`src/sv/assert_macros.svh`:
```
// ----------------------------------------------------------------------------
// Assertion macros
// Shared concurrent assertion forms. Each one samples on clk_i and is
// disabled while rst_ni is low.
// ----------------------------------------------------------------------------
`ifndef ASSERT_MACROS_SVH
`define ASSERT_MACROS_SVH

// The expression holds at every clock edge.
`define ASSERT_ALWAYS(lbl, expr, msg) \
  lbl: assert property (@(posedge clk_i) disable iff (!rst_ni) (expr)) else $error(msg);

// The consequent holds in the same cycle as the antecedent.
`define ASSERT_IMPLIES(lbl, ante, cons, msg) \
  lbl: assert property (@(posedge clk_i) disable iff (!rst_ni) (ante) |-> (cons)) \
    else $error(msg);

// The consequent holds in the cycle after the antecedent.
`define ASSERT_NEXT(lbl, ante, cons, msg) \
  lbl: assert property (@(posedge clk_i) disable iff (!rst_ni) (ante) |=> (cons)) \
    else $error(msg);

`endif

```
`src/sv/vfpf_pkg.sv`:
```
// ----------------------------------------------------------------------------
// vfpf_pkg
// Types and constants shared by the voxel first point filter modules.
// ----------------------------------------------------------------------------
package vfpf_pkg;

  // Region geometry. The bitmap is kept as SIDE*SIDE rows of SIDE bits.
  localparam int SIDE   = 32;
  localparam int IDX_W  = $clog2(SIDE);
  localparam int ROWS   = SIDE * SIDE;
  localparam int ROW_W  = $clog2(ROWS);
  localparam int CELLS  = SIDE * SIDE * SIDE;
  localparam int CELL_W = $clog2(CELLS);

  // Fixed field widths.
  localparam int COORD_W = 24;
  localparam int DIFF_W  = COORD_W + 1;
  localparam int PROD_W  = 2 * DIFF_W;
  localparam int FRAC_W  = 32;
  localparam int VIDX_W  = 15;
  localparam int CNT_W   = 16;
  localparam int CFG_IDX_W = 3;

  localparam logic [COORD_W-1:0] RECIP_RESET = 24'h010000;

  // Queue between front and back, and the result queue.
  localparam int QDEPTH = 4;
  localparam int QPTR_W = $clog2(QDEPTH);
  localparam int QCNT_W = $clog2(QDEPTH + 1);
  localparam int RDEPTH = 4;
  localparam int RPTR_W = $clog2(RDEPTH);
  localparam int RCNT_W = $clog2(RDEPTH + 1);

  // Configuration register indexes.
  typedef enum logic [CFG_IDX_W-1:0] {
    REG_ORIGIN_X = 3'd0,
    REG_ORIGIN_Y = 3'd1,
    REG_ORIGIN_Z = 3'd2,
    REG_CENTRE_X = 3'd3,
    REG_CENTRE_Y = 3'd4,
    REG_CENTRE_Z = 3'd5,
    REG_RECIP    = 3'd6
  } cfg_reg_e;

  typedef struct packed {
    logic signed [COORD_W-1:0] origin_x;
    logic signed [COORD_W-1:0] origin_y;
    logic signed [COORD_W-1:0] origin_z;
    logic signed [COORD_W-1:0] centre_x;
    logic signed [COORD_W-1:0] centre_y;
    logic signed [COORD_W-1:0] centre_z;
    logic        [COORD_W-1:0] voxel_reciprocal;
  } cfg_t;

  typedef struct packed {
    logic signed [COORD_W-1:0] point_x;
    logic signed [COORD_W-1:0] point_y;
    logic signed [COORD_W-1:0] point_z;
  } point_t;

  typedef struct packed {
    logic                      kept;
    logic        [VIDX_W-1:0]  voxel_index;
    logic        [VIDX_W-1:0]  point_id;
    logic signed [COORD_W-1:0] rel_x;
    logic signed [COORD_W-1:0] rel_y;
    logic signed [COORD_W-1:0] rel_z;
    logic        [CNT_W-1:0]   kept_count;
  } result_t;

  // A classified point on its way from the front to the back.
  typedef struct packed {
    logic                      in_region;
    logic        [ROW_W-1:0]   row;
    logic        [IDX_W-1:0]   col;
    logic        [VIDX_W-1:0]  vidx;
    logic signed [COORD_W-1:0] rel_x;
    logic signed [COORD_W-1:0] rel_y;
    logic signed [COORD_W-1:0] rel_z;
  } task_t;

  typedef struct packed {
    logic              empty;
    logic [QCNT_W-1:0] count;
  } q_status_t;

endpackage

```
`src/sv/vfpf_task_queue.sv`:
```
// ----------------------------------------------------------------------------
// vfpf_task_queue
// Short queue of classified points between the front and the back.
// ----------------------------------------------------------------------------
module vfpf_task_queue (
  input  logic                clk_i,
  input  logic                rst_ni,
  input  logic                push_i,
  input  vfpf_pkg::task_t     task_i,
  input  logic                pop_i,
  output vfpf_pkg::task_t     task_o,
  output vfpf_pkg::q_status_t status_o
);
  import vfpf_pkg::*;

  `include "assert_macros.svh"

  task_t             entry_q [QDEPTH];
  logic [QPTR_W-1:0] wr_ptr_q, rd_ptr_q;
  logic [QCNT_W-1:0] count_q;

  // Pointer and fill count update.
  always_ff @(posedge clk_i or negedge rst_ni) begin
    if (!rst_ni) begin
      wr_ptr_q <= '0;
      rd_ptr_q <= '0;
      count_q  <= '0;
    end else begin
      if (push_i) begin
        wr_ptr_q <= (wr_ptr_q == QPTR_W'(QDEPTH - 1)) ? '0 : QPTR_W'(wr_ptr_q + 1'b1);
      end
      if (pop_i) begin
        rd_ptr_q <= (rd_ptr_q == QPTR_W'(QDEPTH - 1)) ? '0 : QPTR_W'(rd_ptr_q + 1'b1);
      end
      if (push_i && !pop_i) begin
        count_q <= QCNT_W'(count_q + 1'b1);
      end else if (pop_i && !push_i) begin
        count_q <= QCNT_W'(count_q - 1'b1);
      end
    end
  end

  // Entry storage.
  always_ff @(posedge clk_i) begin
    if (push_i) begin
      entry_q[wr_ptr_q] <= task_i;
    end
  end

  assign task_o         = entry_q[rd_ptr_q];
  assign status_o.empty = (count_q == '0);
  assign status_o.count = count_q;

  // The front's credit check must keep the queue from overflowing.
  `ASSERT_IMPLIES(a_no_overflow, push_i && !pop_i, count_q != QCNT_W'(QDEPTH), "task queue overflow")
  `ASSERT_IMPLIES(a_no_underflow, pop_i, count_q != '0, "task queue popped while empty")

endmodule

```
`config.mk`:
```
export PLATFORM = sky130hd
export DESIGN_NAME = vfpf_task_queue
export DESIGN_NICKNAME = d
export VERILOG_FILES = /design/src/sv/vfpf_pkg.sv /design/src/sv/vfpf_task_queue.sv
export VERILOG_INCLUDE_DIRS = /design/src /design/src/sv
export SDC_FILE = /design/constraint.sdc
export NUM_CORES = 1
export LEC_CHECK = 0
export BUFFER_PORTS_ARGS = -buffer_cell sky130_fd_sc_hd__buf_2
export CAP_MARGIN = 30
export CORE_ASPECT_RATIO = 0.75
export CORE_MARGIN = 8
export CORE_UTILIZATION = 60
export DETAILED_ROUTE_END_ITERATION = 8
export MAX_ROUTING_LAYER = met4
export PLACE_DENSITY_LB_ADDON = 0.05
export REMOVE_ABC_BUFFERS = 1
export SYNTH_ARGS = -nofsm -noshare
export SYNTH_HDL_FRONTEND = slang
export SYNTH_SLANG_ARGS = --single-unit
```
`constraint.sdc`:
```
create_clock -name clk_i -period 8 [get_ports clk_i]
set_input_delay 0 -clock clk_i [delete_from_list [all_inputs] [get_ports clk_i]]
set_output_delay 0 -clock clk_i [all_outputs]
set_load 0.01 [all_outputs]
```
---- After elaboration in Yosys (flattened, before gate mapping) ----
Memories as Yosys holds them, arrays and structs flattened.
Cells that the tools add are included.
storage, ports and cells
  output and inout bits ................... 107
  memories ................................ 1
  register bits after elaboration ......... 7
  input bits .............................. 107
  logic and storage cells ................. 22
  bits in writable memories ............... 412
memories
  name     words  bits a word  read ports  clocked after Yosys merged registers in  wr ports  RTL line               text
  entry_q  4      103          1           0                                        1         vfpf_task_queue.sv:18  task_t entry_q [QDEPTH];
cells by class
  $add $sub $neg .......................... 4
  multiplexer cells ....................... 6
  equality and inequality tests ........... 2
  reductions and logical operators ........ 6
operators by type and width
  kind                                              count
  2-to-1 mux 3 bit                                  2
  adder 2 x 1 -> 2 bit, second input constant       2
  == test 2 bit, second input constant              2
  2-to-1 mux 2 bit                                  2
  adder 3 x 1 -> 3 bit, second input constant       1
  zero test 3 bit                                   1
  subtractor 3 x 1 -> 3 bit, second input constant  1
  logical AND 1 bit                                 2
  zero test 1 bit                                   2
  2-to-1 mux 1 bit                                  2
  nonzero test 2 bit                                1

---- Longest topological paths before layout ----
Gate-level depths: netlist of run 1.
  depth after elaboration ................. 4
  depth in mapped cells ................... 7
  mapped depth without buffers ............ 7

---- Worst setup path after synthesis of run 1 ----
OpenSTA, ideal clock, no wires.
  path kind ............................... register to register
  start point ............................. reg wr_ptr_q[0]
  end point ............................... mem entry_q[2][0] in the netlist's numbering, enable pin
  cell stages (with the launch flop) ...... 4
  library setup time ...................... 473 ps
  data required time ...................... 7527 ps
  buffers on the path ..................... 0
  slack ................................... 4525 ps
  clock period less this slack ............ 3475 ps
  data arrival time ....................... 3002 ps
  cells stage by stage .................... dfrtp_1 -> inv_1 -> ha_1 -> and2_1
RTL lines
  what                      RTL line               text
  start: declaration        vfpf_task_queue.sv:19  logic [QPTR_W-1:0] wr_ptr_q, rd_ptr_q;
  start signal: assignment  vfpf_task_queue.sv:30  wr_ptr_q <= (wr_ptr_q == QPTR_W'(QDEPTH - 1)) ? '0 : QPTR_W'(wr_ptr_q + 1'b1);
  end: declaration          vfpf_task_queue.sv:18
No word-level cell before the write port.

==> impl_results.md, run 1 <==
- Syn. warnings: 0
- WP data required: 8.00 ns
- CP max-delay cell: dfrtp_4
- Vias in the first global route: 8011
- Max Clk Rate: 298 MHz
- Pwr dens: 349 nW/µm²
- Port Buffers: 213
- P_sw: 1.87 mW
- Commonest non-fill, non-tap cells in the layout: edfxtp_1, buf_2, dlygate4sd3_1
- Die footprint: 30900 µm²
- Run status: complete, no violations
- Number of distinct library cells after synthesis: 19
- Max Cap Viol: 0
- Reg clk slew, reported paths: 0.06 ns
- Area delta synth->final: 24.8%
- Initial DRC Count: 416
- Layout cells sized above 1: 0.405
- Mean Syn Cell Area: 26.6 µm²
- Global route overflow: 0
- # Post-CTS Setup Buffers: 0
- Gp weighted congestion: 0.724
- Initial antenna violation count: 4
- Element type at the critical path end: primary output
- Final Hold Viols: 0
- Hold WC Path Type: in2reg
- Overall die width: 200 µm
- First-pass GRT wire length: 47.7 mm
- RSZ-0062 raised after global routing: false
- Fin crit share: 0.419
- Least-Margin Pin Slew: 0.963 ns
- Vias: 7261
- Worst-path cell chain: buf_4 -> buf_4 -> buf_16 -> mux4_2 -> buf_2
- WL final: 31.2 mm
- Commonest non-fill, non-tap cell in the layout: edfxtp_1
- Crit path from: rd_ptr_q[0]$_DFFE_PN0P_
- Largest net degree at the start of global routing: 64
- Remaining DRCs: 0
- Max Slew Vio Count: 0
- Reg power frac: 0.447
- Cell Int Power: 4.78 mW
- Combinational fraction of design power: 0.276
- Worst r2r src: wr_ptr_q[0]$_DFFE_PN0P_
- Final nets: 1035
- Post-synthesis sequential area ratio: 0.821
- Clk root buf: clkbuf_16
- Post-DP HPWL: 18.1 mm
- Yosys reg bits: 419
- Placed Area: 16700 µm²
- Worst EP arrival: 3.36 ns
- Worst Skew: 0.0173 ns
- Worst Min Path Start: task_i[48]
- Sw frac: 0.281
- Die height: 154 µm
- Min cycle time layout: 3.36 ns
- Clock network fraction of total power: 0.277
- Skew-Pair Late Insertion Delay: 0.52 ns
- Worst slew margin: 0.358
- H-tree levels: 2
- Peak VDD IR: 0.229 mV
- Via density: 5.62
- CTS tree: yes
- Ports: 214
- Post-CTS sizing: 0
- Synth Instances: 575
- Num Clock Sinks: 419
- Design area: 19100 µm²
- Leakage: 6.60 nW
- GRT Total Usage: 0.207
- Final Setup Violations: 0
- Post-DR wirelength/cell: 24.1 µm
- # rows: 50
- DRT antenna net count: 0
- Longest Clk Path Bufs: 3
- CP dominant cell by count: buf_4
- Crit-path max FO: 46
- Total CTS buffers: 39
- Synthesized cell area: 15300 µm²
- First-pass DRT Iterations: 5
- Worst setup SP type: register
- Core area: 25000 µm²
- Critical Path Max Stage Delay: 0.81 ns
- Initial core utilization: 0.612
- Post-route setup TNS: 0 ns
- Setup CP Type: reg2out
synthesized netlist by cell type:
master | n | share of area
nand2_1 | 2 | 0.00049
buf_4 | 1 | 0.00049
mux4_2 | 103 | 0.15
inv_1 | 4 | 0.00098
and2_1 | 4 | 0.0016
nor2_1 | 3 | 0.00074
dfrtp_1 | 7 | 0.011
fa_1 | 1 | 0.0013
nor3_1 | 1 | 0.00033
buf_2 | 12 | 0.0039
xor2_1 | 2 | 0.0011
xnor2_1 | 1 | 0.00057
o21ai_0 | 2 | 0.00066
mux2_2 | 3 | 0.0022
edfxtp_1 | 412 | 0.81
ha_1 | 6 | 0.0049
clkbuf_1 | 4 | 0.00098
buf_6 | 2 | 0.0015
buf_8 | 5 | 0.0049
power by group through the flow:
stage          combinational [mW]  sequential, mW  clock, mW
3_3_place_gp                 1.79            2.99          0
6_report                     1.83            2.97       1.84
5_1_grt                      1.97            3.01       1.95
4_1_cts                      1.86            2.98       1.87
3_5_place_dp                 1.81            3.02          0
2_1_floorplan                1.07            3.13          0
final cells by class:
class	count	area, µm²
Timing Repair Buffer	329	2240
Sequential cell	419	12600
Clock buffer	52	1070
Tap cell	338	423
Clock inverter	19	211
Multi-Input combinational cell	128	2540
Fill cell	1342	5890
Antenna cell	4	10.0
Inverter	4	15.0
per-stage QoR:
| step | worst slack, ns | total power [mW] | utilization | hold WS [ns] | instances |
|---|---|---|---|---|---|
| global route | 4.39 | 6.94 | 0.764 | 0.237 | 1293 |
| CTS | 4.17 | 6.71 | 0.762 | 0.215 | 1288 |
| global placement | 4.74 | 4.78 | 0.667 | -0.161 | 1109 |
| finish | 4.64 | 6.65 | 0.764 | 0.243 | 1293 |
| floorplan | 2.96 | 4.20 | - | -0.296 | 551 |
| detailed placement | 4.72 | 4.83 | 0.668 | -0.151 | 1110 |
path summary, 6_finish.rpt:
check	slack (ns)	cells past startpoint	to
setup / recovery	4.64	5	task_o[21]
min in group asynchronous	0.46	3	wr_ptr_q[0]$_DFFE_PN0P_
setup reg to reg	5.39	4	entry_q[2][85]$_DFFE_PP_
hold / removal	0.24	2	entry_q[1][48]$_DFFE_PP_
max in group asynchronous	7.24	3	rd_ptr_q[1]$_DFFE_PN0P_
hold reg to reg	0.52	1	count_q[2]$_DFFE_PN0P_
cells by family (layout without fill, tap and decap cells):
logic type / Yosys count / after routing / share of synthesized area
xor+xnor: 3 / 3 / 0.00172
simple gates: 10 / 10 / 0.00319
flops: 419 / 419 / 0.821
compound gates: 2 / 2 / 0.000655
mux: 106 / 106 / 0.154
other cells: 0 / 4 / 0
fa+ha+maj: 7 / 7 / 0.00622
buf+inv: 28 / 404 / 0.0128
critical path, delay by kind of cell, from the launching register on:
family | cells | cell delay [ns]
mux | 1 | 0.60
buf+inv | 4 | 1.35
flops | 1 | 0.81
metal layers:
metal,global-route usage,share of wire,vias up
li1,-,-,3178
met1,0.263,0.41,3791
met2,0.342,0.51,245
met3,0.0468,0.066,47
met4,0.0479,0.016,0
met5,-,0,-
state kept, by name, summed over array words and instances (netlist names):
signal	flops
rd_ptr_q	2
wr_ptr_q	2
entry_q	412
count_q	3
what timing repair did:
item / in CTS / in global routing
hold buffers: 107 / 0
endpoints found under the hold margin: 424 / 0
endpoints found under the setup margin: 0 / 0
(Power assumes the default switching activity.)
==> inputs of run 2 (changes only) <==
- CORE_UTILIZATION: 60 -> 57
- clock period: 8 -> 3.2 ns (I/O delays scaled with it)
==> run 2 against run 1 <==
  * Critical path depth down 2
  * Clock power up 140%
  * Via count up 1.1%
  * Routed wire length down 2.1%
  * Register-to-register slack worse by 4.2 ns
  * Global-route usage down 1.0 points
  * Combinational power up 150%
  * Die area up 4.8%
  * Final cell count up 1.2%
  * Clock-buffer cell count down 4
==> impl_results.md, run 2 (synthesis gave the netlist of run 1 again) <==
- Min cycle time layout: 2.50 ns
- CTS tree: yes (unchanged)
- Clk root buf: clkbuf_16 (unchanged)
- Sw frac: 0.284 (was 0.281)
- Longest Clk Path Bufs: 3 (unchanged)
- Reg2reg path depth: 4 (unchanged)
- Global route overflow: 0 (unchanged)
- Max Cap Viol: 0 (unchanged)
- Commonest non-fill, non-tap cells in the layout: edfxtp_1, buf_2, dlygate4sd3_1 (unchanged)
- Vias in the first global route: 8028 (was 8011)
- Vias: 7340 (was 7261)
- Die footprint: 32300 µm² (was 30900 µm²)
- Total CTS buffers: 40 (was 39)
- P_sw: 4.66 mW (was 1.87 mW)
- Final core utilization: 0.716 (was 0.764)
- CTS Hold Bufs: 107 (unchanged)
- Worst setup SP type: register (unchanged)
- Commonest non-fill, non-tap cell in the layout: edfxtp_1 (unchanged)
- Worst r2r src: wr_ptr_q[0]$_DFFE_PN0P_ (unchanged)
- Crit path from: rd_ptr_q[1]$_DFFE_PN0P_ (was rd_ptr_q[0]$_DFFE_PN0P_)
- Via density: 5.61 (was 5.62)
- Clock network fraction of total power: 0.265 (was 0.277)
- Post-DR wirelength/cell: 23.3 µm (was 24.1 µm)
- Initial antenna violation count: 2 (was 4)
- Reg power frac: 0.456 (was 0.447)
- Final WS setup: 0.704 ns (was 4.64 ns)
- Critical Path Max Stage Delay: 0.96 ns (was 0.81 ns)
- Area delta synth->final: 25.0% (was 24.8%)
- CP endpoint: task_o[60] (was task_o[21])
- Pwr dens: 859 nW/µm² (was 349 nW/µm²)
- Final nets: 1040 (was 1035)
- First-pass GRT wire length: 46.4 mm (was 47.7 mm)
- Num Clock Sinks: 419 (unchanged)
- Worst Skew: 0.00502 ns (was 0.0173 ns)
- Element type at the critical path end: primary output (unchanged)
- Gp weighted congestion: 0.727 (was 0.724)
- Final Hold Viols: 0 (unchanged)
- Run status: complete, no violations (unchanged)
- Post-CTS sizing: 0 (unchanged)
- Peak VDD IR: 0.709 mV (was 0.229 mV)
- DRT antenna net count: 0 (unchanged)
- Min Hold Slack: 0.229 ns (was 0.243 ns)
- Initial DRC Count: 358 (was 416)
- Reg clk slew, reported paths: 0.06 ns (about the same)
- Least-Margin Pin Slew: 0.856 ns (was 0.963 ns)
- Max Slew Vio Count: 0 (unchanged)
- H-tree levels: 2 (unchanged)
- Largest registers: entry_q: 412 flops, count_q: 3 flops (unchanged)
- # rows: 52 (was 50)
- Most flop-heavy register: entry_q (unchanged)
- Overall die width: 205 µm (was 200 µm)
- Largest net degree at the start of global routing: 58 (was 64)
- Worst-path cell chain: buf_4 -> mux4_2 -> buf_2 (was buf_4 -> buf_4 -> buf_16 -> mux4_2 -> buf_2)
- Crit-path max FO: 54 (was 46)
- Setup CP Type: reg2out (unchanged)
- Remaining DRCs: 0 (unchanged)
- Fin crit share: 0.780
- Skew-Pair Late Insertion Delay: 0.52 ns (about the same)
- Post-DP HPWL: 18.3 mm (was 18.1 mm)
- GRT Total Usage: 0.197 (was 0.207)
- Worst EP arrival: 2.50 ns (was 3.36 ns)
- CP max-delay cell: dfrtp_4 (unchanged)
- R2R setup slack: 1.23 ns (was 5.39 ns)
- First-pass DRT Iterations: 4 (was 5)
- Ports: 214 (unchanged)
- Final Setup Violations: 0 (unchanged)
- Port Buffers: 213 (unchanged)
- # Post-CTS Setup Buffers: 0 (unchanged)
- Cell Int Power: 11.7 mW (was 4.78 mW)
- Number of flip-flops under the largest register name: 412 (unchanged)
- Reg-to-Reg End: entry_q[2][52]$_DFFE_PP_ (was entry_q[2][85]$_DFFE_PP_)
- Initial core utilization: 0.573 (was 0.612)
- Core area: 26700 µm² (was 25000 µm²)
- Layout cells sized above 1: 0.411 (was 0.405)
- Leakage: 6.62 nW (was 6.60 nW)
- Max Clk Rate: 401 MHz
- Worst slew margin: 0.429 (was 0.358)
- Die height: 158 µm (was 154 µm)
- Hold WC Path Type: in2reg (unchanged)
- Combinational fraction of design power: 0.279 (was 0.276)
- WP data required: 3.20 ns (was 8.00 ns)
- WL final: 30.5 mm (was 31.2 mm)
- RSZ-0062 raised after global routing: false (unchanged)
- Pre-CTS WS: 1.20 ns (was 4.72 ns)
-- run 2: changes by cell type in the layout (fill, tap and decap cells not counted), sizes merged --
cell,before,now
clkinv,13,22
clkinvlp,1,0
bufinv,5,2
clkbuf,52,48
buf,222,226
diode,4,2
-- run 2: power groups by stage --
| stage | combinational (mW) | sequential, mW | clock (mW) |
|---|---|---|---|
| floorplan | 2.52 | 7.79 | 0 |
| global placement | 4.52 | 7.54 | 0 |
| global route | 4.94 | 7.56 | 4.67 |
| detailed placement | 4.57 | 7.60 | 0 |
| finish | 4.57 | 7.48 | 4.35 |
| CTS | 4.70 | 7.50 | 4.46 |
-- run 2: layout make-up --
| type | instances | area [µm²] |
|---|---|---|
| Sequential cell | 419 | 12600 |
| Fill cell | 1627 | 7590 |
| Multi-Input combinational cell | 128 | 2540 |
| Timing Repair Buffer | 333 | 2320 |
| Clock buffer | 48 | 1050 |
| Tap cell | 351 | 439 |
| Clock inverter | 24 | 158 |
| Inverter | 4 | 15.0 |
| Antenna cell | 2 | 5.00 |
-- run 2: worst min-delay path by stage --
stage,to,depth (start not counted),startpoint
4_1_cts,entry_q[0][43]$_DFFE_PP_,2,task_i[43]
6_report,entry_q[1][43]$_DFFE_PP_,2,task_i[43]
3_5_place_dp,count_q[0]$_DFFE_PN0P_,1,rst_ni
3_3_place_gp,count_q[2]$_DFFE_PN0P_,1,rst_ni
5_1_grt,entry_q[0][102]$_DFFE_PP_,2,task_i[102]
2_1_floorplan,count_q[0]$_DFFE_PN0P_,0,rst_ni
-- run 2: layer usage --
| layer | track usage | wire length [µm] | vias to the layer above |
|---|---|---|---|
| met5 | - | 0 | - |
| met4 | 0.0523 | 622 | 0 |
| met3 | 0.0495 | 2210 | 57 |
| met2 | 0.315 | 15000 | 243 |
| met1 | 0.254 | 12700 | 3855 |
| li1 | - | - | 3185 |
-- run 2: critical path: cells and delay by family, from the launching register on --
family / cells / cell delay, ns
flops: 1 / 0.96
buf+inv: 2 / 0.59
mux: 1 / 0.40
-- run 2: through the flow --
stage | TNS (ns) | instance area (µm²) | cells | total power, mW
6_report | 0 | 19100 | 1309 | 16.4
3_5_place_dp | 0 | 16800 | 1128 | 12.2
3_3_place_gp | 0 | 16800 | 1128 | 12.1
5_1_grt | 0 | 19100 | 1309 | 17.2
4_1_cts | 0 | 19100 | 1307 | 16.7
2_1_floorplan | -263.47 | 15100 | 551 | 10.3
